--- config.mk ---
export PLATFORM = sky130hd
export DESIGN_NAME = osvl_ctrl
export DESIGN_NICKNAME = d
export VERILOG_FILES = /design/src/rtl/core/osvl_pkg.sv /design/src/rtl/core/osvl_ctrl.sv
export SDC_FILE = /design/constraint.sdc
export NUM_CORES = 1
export LEC_CHECK = 0
export BUFFER_PORTS_ARGS = -buffer_cell sky130_fd_sc_hd__buf_2
export CAP_MARGIN = 20
export CELL_PAD_IN_SITES_DETAIL_PLACEMENT = 2
export CELL_PAD_IN_SITES_GLOBAL_PLACEMENT = 2
export CORE_MARGIN = 1
export CORE_UTILIZATION = 32
export CTS_CLUSTER_SIZE = 16
export DETAILED_ROUTE_END_ITERATION = 12
export GPL_ROUTABILITY_DRIVEN = 0
export PLACE_DENSITY = 0.76
export SLEW_MARGIN = 40
export SYNTH_ARGS = -nofsm -noshare
export SYNTH_HDL_FRONTEND = slang
export SYNTH_SLANG_ARGS = --single-unit
--- constraint.sdc ---
create_clock -name clk -period 2.2 [get_ports clk]
set_clock_uncertainty 0.05 [all_clocks]
set_input_delay 0.11 -clock clk [delete_from_list [all_inputs] [get_ports clk]]
set_output_delay 0.11 -clock clk [all_outputs]
set_load 0.1 [all_outputs]
--- src/rtl/core/osvl_pkg.sv ---
package osvl_pkg;

	// Defaults for the top-level parameters.
	localparam int CHANNELS_DEF     = 4;
	localparam int SAMPLE_WIDTH_DEF = 16;

	// Fixed field widths.
	localparam int CH_W  = 2;
	localparam int CUT_W = 17;
	localparam int RES_W = 16;

	// The integrators hold Q7.24 values.
	localparam int STATE_FRAC = 24;
	localparam int STATE_W    = 32;

	// Widths of the x powers (Q0.30), the shared multiplier and its product.
	localparam int XP_W  = 30;
	localparam int MA_W  = 35;
	localparam int MB_W  = 32;
	localparam int P_W   = MA_W + MB_W;
	localparam int ACC_W = 40;
	localparam int SUM_W = 34;

	// Coefficient constants in Q0.30, and the reciprocal of three in Q0.32.
	localparam logic [MB_W-1:0] CUT_SCALE = 32'd557758033;
	localparam logic [MB_W-1:0] INV6      = 32'd178956971;
	localparam logic [MB_W-1:0] INV120    = 32'd8947849;
	localparam logic [MB_W-1:0] INV5040   = 32'd213045;
	localparam logic [MB_W-1:0] RECIP3    = 32'd1431655765;

	localparam logic [CUT_W-1:0] ONE_Q16          = 17'd65536;
	localparam logic [CUT_W-1:0] MIN_CUTOFF_RESET = 17'd27;

	// Saturation limits of the integrators, seen in the accumulator width.
	localparam logic signed [ACC_W-1:0] ACC_MAX = 40'sh007FFFFFFF;
	localparam logic signed [ACC_W-1:0] ACC_MIN = 40'shFF80000000;

	// Filter passes per item.
	localparam int PASS_W = 2;
	localparam logic [PASS_W-1:0] LAST_PASS = 2'd2;

	// Micro-operations of the shared multiplier.
	typedef logic [3:0] op_t;
	localparam op_t OP_X   = 4'd0;
	localparam op_t OP_X2  = 4'd1;
	localparam op_t OP_X3  = 4'd2;
	localparam op_t OP_X5  = 4'd3;
	localparam op_t OP_X7  = 4'd4;
	localparam op_t OP_T3  = 4'd5;
	localparam op_t OP_T5  = 4'd6;
	localparam op_t OP_T7  = 4'd7;
	localparam op_t OP_FB  = 4'd8;
	localparam op_t OP_DB  = 4'd9;
	localparam op_t OP_FH  = 4'd10;
	localparam op_t OP_DIV = 4'd11;

	// Commands from the controller to the datapath.
	typedef struct packed {
		logic load;
		logic mul_en;
		logic wb_en;
		logic prep;
		logic fin;
		logic emit;
		op_t  op;
	} cmd_t;

	// Clamp an accumulator value to the signed 32-bit range.
	function automatic logic signed [STATE_W-1:0] sat32(input logic signed [ACC_W-1:0] v);
		if (v > ACC_MAX) begin
			return 32'sh7FFFFFFF;
		end else if (v < ACC_MIN) begin
			return 32'sh80000000;
		end
		return v[STATE_W-1:0];
	endfunction

	// Channel number modulo the channel count.
	function automatic logic [CH_W+2:0] chan_wrap(input logic [CH_W-1:0] ch, input int n);
		int r;
		r = int'(ch);
		for (int i = 0; i < 3; i++) begin
			if (r >= n) begin
				r = r - n;
			end
		end
		return (CH_W + 3)'(r);
	endfunction

endpackage

--- src/rtl/core/osvl_ctrl.sv ---
module osvl_ctrl (
	input  logic              clk,
	input  logic              arst_n,
	input  logic              s_tvalid,
	output logic              s_tready,
	output logic              m_tvalid,
	input  logic              m_tready,
	output osvl_pkg::cmd_t    cmd
);

	localparam logic [2:0] ST_IDLE = 3'd0;
	localparam logic [2:0] ST_MUL  = 3'd1;
	localparam logic [2:0] ST_WB   = 3'd2;
	localparam logic [2:0] ST_PREP = 3'd3;
	localparam logic [2:0] ST_FIN  = 3'd4;
	localparam logic [2:0] ST_OUT  = 3'd5;

	logic [2:0]                     state_q;
	osvl_pkg::op_t                  op_q;
	logic [osvl_pkg::PASS_W-1:0]    pass_q;
	logic                           out_valid_q;
	logic                           accept;
	logic                           emit_ok;

	// A new item enters only when the previous one has finished computing.
	assign s_tready = (state_q == ST_IDLE);
	assign accept   = s_tvalid && s_tready;
	assign emit_ok  = (state_q == ST_OUT) && (!out_valid_q || m_tready);
	assign m_tvalid = out_valid_q;

	// Commands to the datapath.
	always_comb begin
		cmd.load   = accept;
		cmd.mul_en = (state_q == ST_MUL);
		cmd.wb_en  = (state_q == ST_WB);
		cmd.prep   = (state_q == ST_PREP);
		cmd.fin    = (state_q == ST_FIN);
		cmd.emit   = emit_ok;
		cmd.op     = op_q;
	end

	// Sequencer: each operation is a multiply state followed by a write-back state.
	always_ff @(posedge clk or negedge arst_n) begin
		if (!arst_n) begin
			state_q <= ST_IDLE;
			op_q    <= osvl_pkg::OP_X;
			pass_q  <= '0;
		end else begin
			case (state_q)
				ST_IDLE: begin
					if (accept) begin
						op_q    <= osvl_pkg::OP_X;
						pass_q  <= '0;
						state_q <= ST_MUL;
					end
				end
				ST_MUL: begin
					state_q <= ST_WB;
				end
				ST_WB: begin
					if (op_q == osvl_pkg::OP_FH) begin
						if (pass_q == osvl_pkg::LAST_PASS) begin
							state_q <= ST_PREP;
						end else begin
							pass_q  <= pass_q + 1'b1;
							op_q    <= osvl_pkg::OP_FB;
							state_q <= ST_MUL;
						end
					end else if (op_q == osvl_pkg::OP_DIV) begin
						state_q <= ST_FIN;
					end else begin
						op_q    <= op_q + 1'b1;
						state_q <= ST_MUL;
					end
				end
				ST_PREP: begin
					op_q    <= osvl_pkg::OP_DIV;
					state_q <= ST_MUL;
				end
				ST_FIN: begin
					state_q <= ST_OUT;
				end
				ST_OUT: begin
					if (emit_ok) begin
						state_q <= ST_IDLE;
					end
				end
				default: begin
					state_q <= ST_IDLE;
				end
			endcase
		end
	end

	// Output register valid flag.
	always_ff @(posedge clk or negedge arst_n) begin
		if (!arst_n) begin
			out_valid_q <= 1'b0;
		end else if (emit_ok) begin
			out_valid_q <= 1'b1;
		end else if (m_tready) begin
			out_valid_q <= 1'b0;
		end
	end

endmodule

==> impl_metrics.toml, run 1 <==
[critical_path]
endpoint_kind = "output pin"
worstRegToRegCells = 6
cp.arrival_ns = 1.75
worstSetupPathType = "flop to output pin"
crit_fanout = 16
worst_setup_path_start_kind = "flop"
r2r_slack_ns = 0.40
critPathRequiredTime_ns = 2.04

[cells_and_area]
fin_cells = 116
layout.nets = 98
multi_input_area_um2 = 405
stdcell_area_um2 = 812
area_growth_pct = 20.4
seq_area_um2 = 250
antenna_cells = 0
fillers = 260
drive_gt1_share_pct = 29.2

[clock_network]
post_cts_buffers = 0
cts_buffer_depth = 2
cts_max_level = 1
clkTransAtPathRegs_ns = 0.07
ctsResizeCount = 0
hold_buffers = 1
clk_latency_ns = 0.27
cts_root_buf = "clkbuf_4"
cts_made_buffers = 3
cts_tree = "built"
cts.sinks = 10

[route]
wl_um = 1750
ant_nets = 0
post_drt_wl_per_cell_um = 15.1
drc = 0
drt-vias-per-instance = 5.06
num_vias = 587
drt_pre_antenna_iters = 2
drtIter0Drc = 3

[logic_synthesis]
synth_edf_count = 0
synth_warnings = 0
synth_nets = 81
synth-seq-cells = 10
netlist_top_cells_count = "11 x nand2_1, 10 x dfrtp_1, 6 x o21ai_0, 5 x nor2_1, 5 x nor3_1"
seq_area_frac_synth_pct = 37.1
async_reset_ff_share_pct = 100
yosysMostFrequentCell = "nand2_1"
synth_cell_types = 29
yosys.area.top_type = "dfrtp_1"
synth_top_area_share_pct = 37.1
yosys-top-cells-area = "dfrtp_1 37%, nand2_1 6.1%, ha_1 5.6%"
syn-cell-area_um2 = 674
syn_avg_cell_area_um2 = 9.11
synthCells = 74
synthFlopType = "dfrtp_1"

[global_route]
overflow = 0
antenna_found_initial = 0
grt-busiest-layer = "met2"
met3_usage_pct = 2.26
grt_use_total_pct = 17.5
grt_max_degree = 17
globalRouteMet2Util_pct = 26.8
gr-usage-met1_pct = 23.5
grt_pass1_wl_um = 2670
first_global_vias = 570

[sta]
min_period_ns = 1.91
setup_tns_ns = 0
finalCritPeriodShare_pct = 86.9
rsz0062_at_grt = "no"
setup_viol_count_final = 0
timing.hold.ws_ns = 0.121
worst_pin_slew_ns = 0.608
max_freq_ghz = 0.523
finalHoldViolations = 0
finalMaxSlewViolations = 0
slew_headroom_pct = 59.5

[floorplanning]
chipHeight_um = 47.9
core-area_um2 = 1960
io_pins = 16
start_util_pct = 34.4
dieWidth_um = 47.9
die_area_um2 = 2290
core.rowCount = 16

[outcome]
outcome = "finished, final reports clean"

[placement]
place_area_um2 = 779
place_inst = 112
io_buffers = 15
dpl.hpwl_um = 1320

[hold_path]
worstHoldPathType = "input port to flop"
min_path_cells = 4

[job]
drv_cap = 0
==> sequential cells by signal, summed over array words and instances (netlist names) <==
signal	cells
m_tvalid	1
op_q	4
pass_q	2
state_q	3
==> final timing paths <==
path,startpoint,endpoint
setup / recovery,state_q[0]$_DFFE_PN0P_,cmd[8]
hold / removal,m_tready,state_q[2]$_DFFE_PN0P_
setup reg to reg,op_q[0]$_DFFE_PN0P_,op_q[2]$_DFFE_PN0P_
hold reg to reg,pass_q[0]$_DFFE_PN0P_,pass_q[0]$_DFFE_PN0P_
max in group asynchronous,arst_n,state_q[0]$_DFFE_PN0P_
min in group asynchronous,arst_n,op_q[0]$_DFFE_PN0P_
==> metal layers <==
layer,vias to the layer above,wire length (um)
li1,286,-
met5,-,0
met1,293,849
met3,2,37
met2,6,850
met4,0,15
==> through the flow <==
| step | setup WS (ns) | util (%) |
|---|---|---|
| final | 0.289 | 41.4 |
| after global routing | 0.127 | 41.4 |
| after CTS | 0.260 | 41.4 |
| after detailed placement | 0.401 | 39.7 |
| after global placement | 0.458 | 39.7 |
| after floorplan | 0.0169 | - |
==> final cells by class <==
class                      instances  share of cell area (%)
tap                               27                    4.16
sequential                        10                    30.8
clock buffer                       3                    2.77
timing repair buffer              16                    10.5
multi-input combinational         56                    49.9
inverter                           4                    1.85
==> cells in the final DEF, fill, tap and decap left out, types with 2 or more instances in the layout <==
| master | count |
|---|---|
| nor2b_1 | 2 |
| ha_1 | 3 |
| nor2_1 | 4 |
| inv_1 | 4 |
| o21ai_0 | 6 |
| dfrtp_1 | 10 |
| nand2b_1 | 4 |
| nand2_1 | 11 |
| mux2i_1 | 3 |
| buf_2 | 15 |
| nor3_1 | 3 |
| clkbuf_4 | 3 |
==> worst max-delay path: stages (launching register included) <==
cell and delay (ns):
dfrtp_1 0.73, nor3b_2 0.30, buf_2 0.45
==> cells by family (layout without fill, tap and decap cells) <==
group,after synthesis,after routing,synth area share [%]
compound gates,13,13,13.5
mux,3,3,4.45
flops,10,10,37.1
buf+inv,8,23,6.31
xor+xnor,1,1,1.30
fa+ha+maj,3,3,5.57
simple gates,36,36,31.7
Power of run 1 is left out: the tool's default activity adds up to more than one toggle a clock period on the data nets, which glitch-free logic cannot reach.
==> inputs of run 2 (changes only) <==
- ABC_AREA: unset -> 1
- CORE_UTILIZATION: 32 -> 29
- PLACE_DENSITY: 0.76 -> 0.77
==> impl_metrics.toml, run 2 <==
[route]
post_drt_wl_per_cell_um = 14.7
ant_nets = 0
drc = 0
num_vias = 725
drtIter0Drc = 1
wl_um = 2130
drt-vias-per-instance = 5.00
drt_pre_antenna_iters = 4

[floorplanning]
chipHeight_um = 50.3
core-area_um2 = 2210
die_area_um2 = 2530
dieWidth_um = 50.3
io_pins = 16
core.rowCount = 17
start_util_pct = 30.5

[global_route]
grt_pass1_wl_um = 3620
first_global_vias = 760
overflow = 0
grt_use_total_pct = 20.4
antenna_found_initial = 0
grt_max_degree = 11

[clock_network]
clkTransAtPathRegs_ns = 0.07
clk_latency_ns = 0.28
cts_buffer_depth = 2
cts_made_buffers = 3
cts_root_buf = "clkbuf_4"
cts.sinks = 10
cts_tree = "built"
cts_max_level = 1

[cells_and_area]
fillers = 279
layout.nets = 126
drive_gt1_share_pct = 23.9
area_growth_pct = 20.7
layout_commonest_cell = "nand2_1"
largestRegisters = "op_q (4), state_q (3), pass_q (2)"
largest_reg_flops = 4
layout_common_cells = "33 x nand2_1, 15 x nor2_1, 15 x buf_2"
antenna_cells = 0
utilization_pct = 36.9
regMostFlops = "op_q"

[job]
drv_cap = 0

[logic_synthesis]
synth_nets = 106
synth_warnings = 0
synth_compound_area_share_pct = 4.81
synth_xor_area_share_pct = 1.30
synth_fa_ha_area_share_pct = 5.56
seq_area_frac_synth_pct = 37.0
yosys.area.top_type = "dfrtp_1"
muxShareOfSynthArea_pct = 0
synthFlopType = "dfrtp_1"
netlist_top_cells_count = "33 x nand2_1, 16 x nor2_1, 10 x dfrtp_1, 9 x inv_1, 5 x nand3_1"
synth_cell_types = 17
synth-seq-cells = 10
syn-cell-area_um2 = 676
yosys.area_share.simple_pct = 41.9
synth_edf_count = 0
synth_top_family_by_area = "simple AND/OR/NAND/NOR gates"
syn_avg_cell_area_um2 = 6.82
yosysMostFrequentCell = "nand2_1"
yosys-top-cells-area = "dfrtp_1 37%, nand2_1 18%, nor2_1 8.9%"
synth_top_area_share_pct = 37.0
async_reset_ff_share_pct = 100
synthCells = 99

[sta]
max_freq_ghz = 0.550
finalCritPeriodShare_pct = 82.7
worst_pin_slew_ns = 0.490
finalMaxSlewViolations = 0
min_period_ns = 1.82
finalHoldViolations = 0
rsz0062_at_grt = "no"
setup_viol_count_final = 0
slew_headroom_pct = 67.6

[hold_path]
worstHoldPathType = "input port to async pin"

[critical_path]
worst_setup_path_start_kind = "flop"
crit_fanout = 6
worstSetupPathType = "flop to output pin"
critPathRequiredTime_ns = 2.04
endpoint_kind = "output pin"
cp.arrival_ns = 1.66

[placement]
io_buffers = 15
dpl.hpwl_um = 1750

[outcome]
outcome = "finished, final reports clean"
## run 2: cell count changes after synthesis, sizes merged, moves of 4 or more
cell | before | now
inv | 4 | 13
nand2 | 11 | 35
nand2b | 5 | 0
nand3 | 0 | 5
nand4 | 0 | 4
nor2 | 5 | 19
nor3 | 5 | 0
## run 2: path summary, 6_finish.rpt
check                           slack (ns)  depth (start not counted)                    from                endpoint
worst min-delay path                  0.19                          2                  arst_n     op_q[1]$_DFFE_PN0P_
worst max register to register        0.56                         10     op_q[0]$_DFFE_PN0P_     op_q[1]$_DFFE_PN0P_
worst min register to register        0.44                          2   pass_q[1]$_DFFE_PN0P_   pass_q[1]$_DFFE_PN0P_
min in group clk                      0.24                          4                s_tvalid  state_q[0]$_DFFE_PN0P_
worst max-delay path                  0.38                          4  state_q[2]$_DFFE_PN0P_                  cmd[6]
max in group asynchronous             1.69                          2                  arst_n  state_q[0]$_DFFE_PN0P_
## run 2: kinds of logic after synthesis
family	Yosys count
XOR/XNOR	1
adder cells (fa/ha/maj)	3
AO/OA/AOI/OAI	6
AND/OR/NAND/NOR	64
flip-flops	10
buffers and inverters	15
## run 2: timing repair
| action | 4_1_cts | 5_1_grt |
|---|---|---|
| gates resized for setup | 0 | 0 |
| setup buffers | 0 | 0 |
| hold buffers | 2 | 0 |
| endpoints found under the hold margin | 11 | 0 |
## run 2: routing by layer
| metal | GRT usage, % | vias to the layer above | routed length (um) |
|---|---|---|---|
| met5 | 0 | - | 0 |
| met4 | 10.0 | 0 | 44 |
| met3 | 4.55 | 5 | 51 |
| met2 | 37.6 | 16 | 1100 |
| met1 | 21.5 | 360 | 927 |
| li1 | - | 344 | - |
## run 2: per-stage QoR
stage	setup slack, ns	setup TNS, ns	std cells	cell area (um2)	hold WS [ns]
after floorplan	-0.000239	-0.000239	99	678	-0.236
after global placement	0.638	0	140	773	-0.0548
after detailed placement	0.552	0	140	773	-0.0569
after CTS	0.376	0	145	816	0.180
after global routing	0.235	0	145	816	0.214
final	0.381	0	145	816	0.194
## run 2: worst max-delay path, stage by stage, from the launching register on
cell and delay [ns]:
dfrtp_1 0.46, nor2_1 0.25, nand2_1 0.17, inv_1 0.08, buf_2 0.42
## run 2: cell type report
| type | count | area [um2] | share of cell area, % |
|---|---|---|---|
| Multi-Input combinational cell | 74 | 364 | 44.6 |
| Timing Repair Buffer | 17 | 95.1 | 11.7 |
| Inverter | 13 | 48.8 | 5.98 |
| Sequential cell | 10 | 250 | 30.7 |
| Tap cell | 28 | 35.0 | 4.29 |
| Clock buffer | 3 | 22.5 | 2.76 |
Power of run 2 is left out for the same reason.
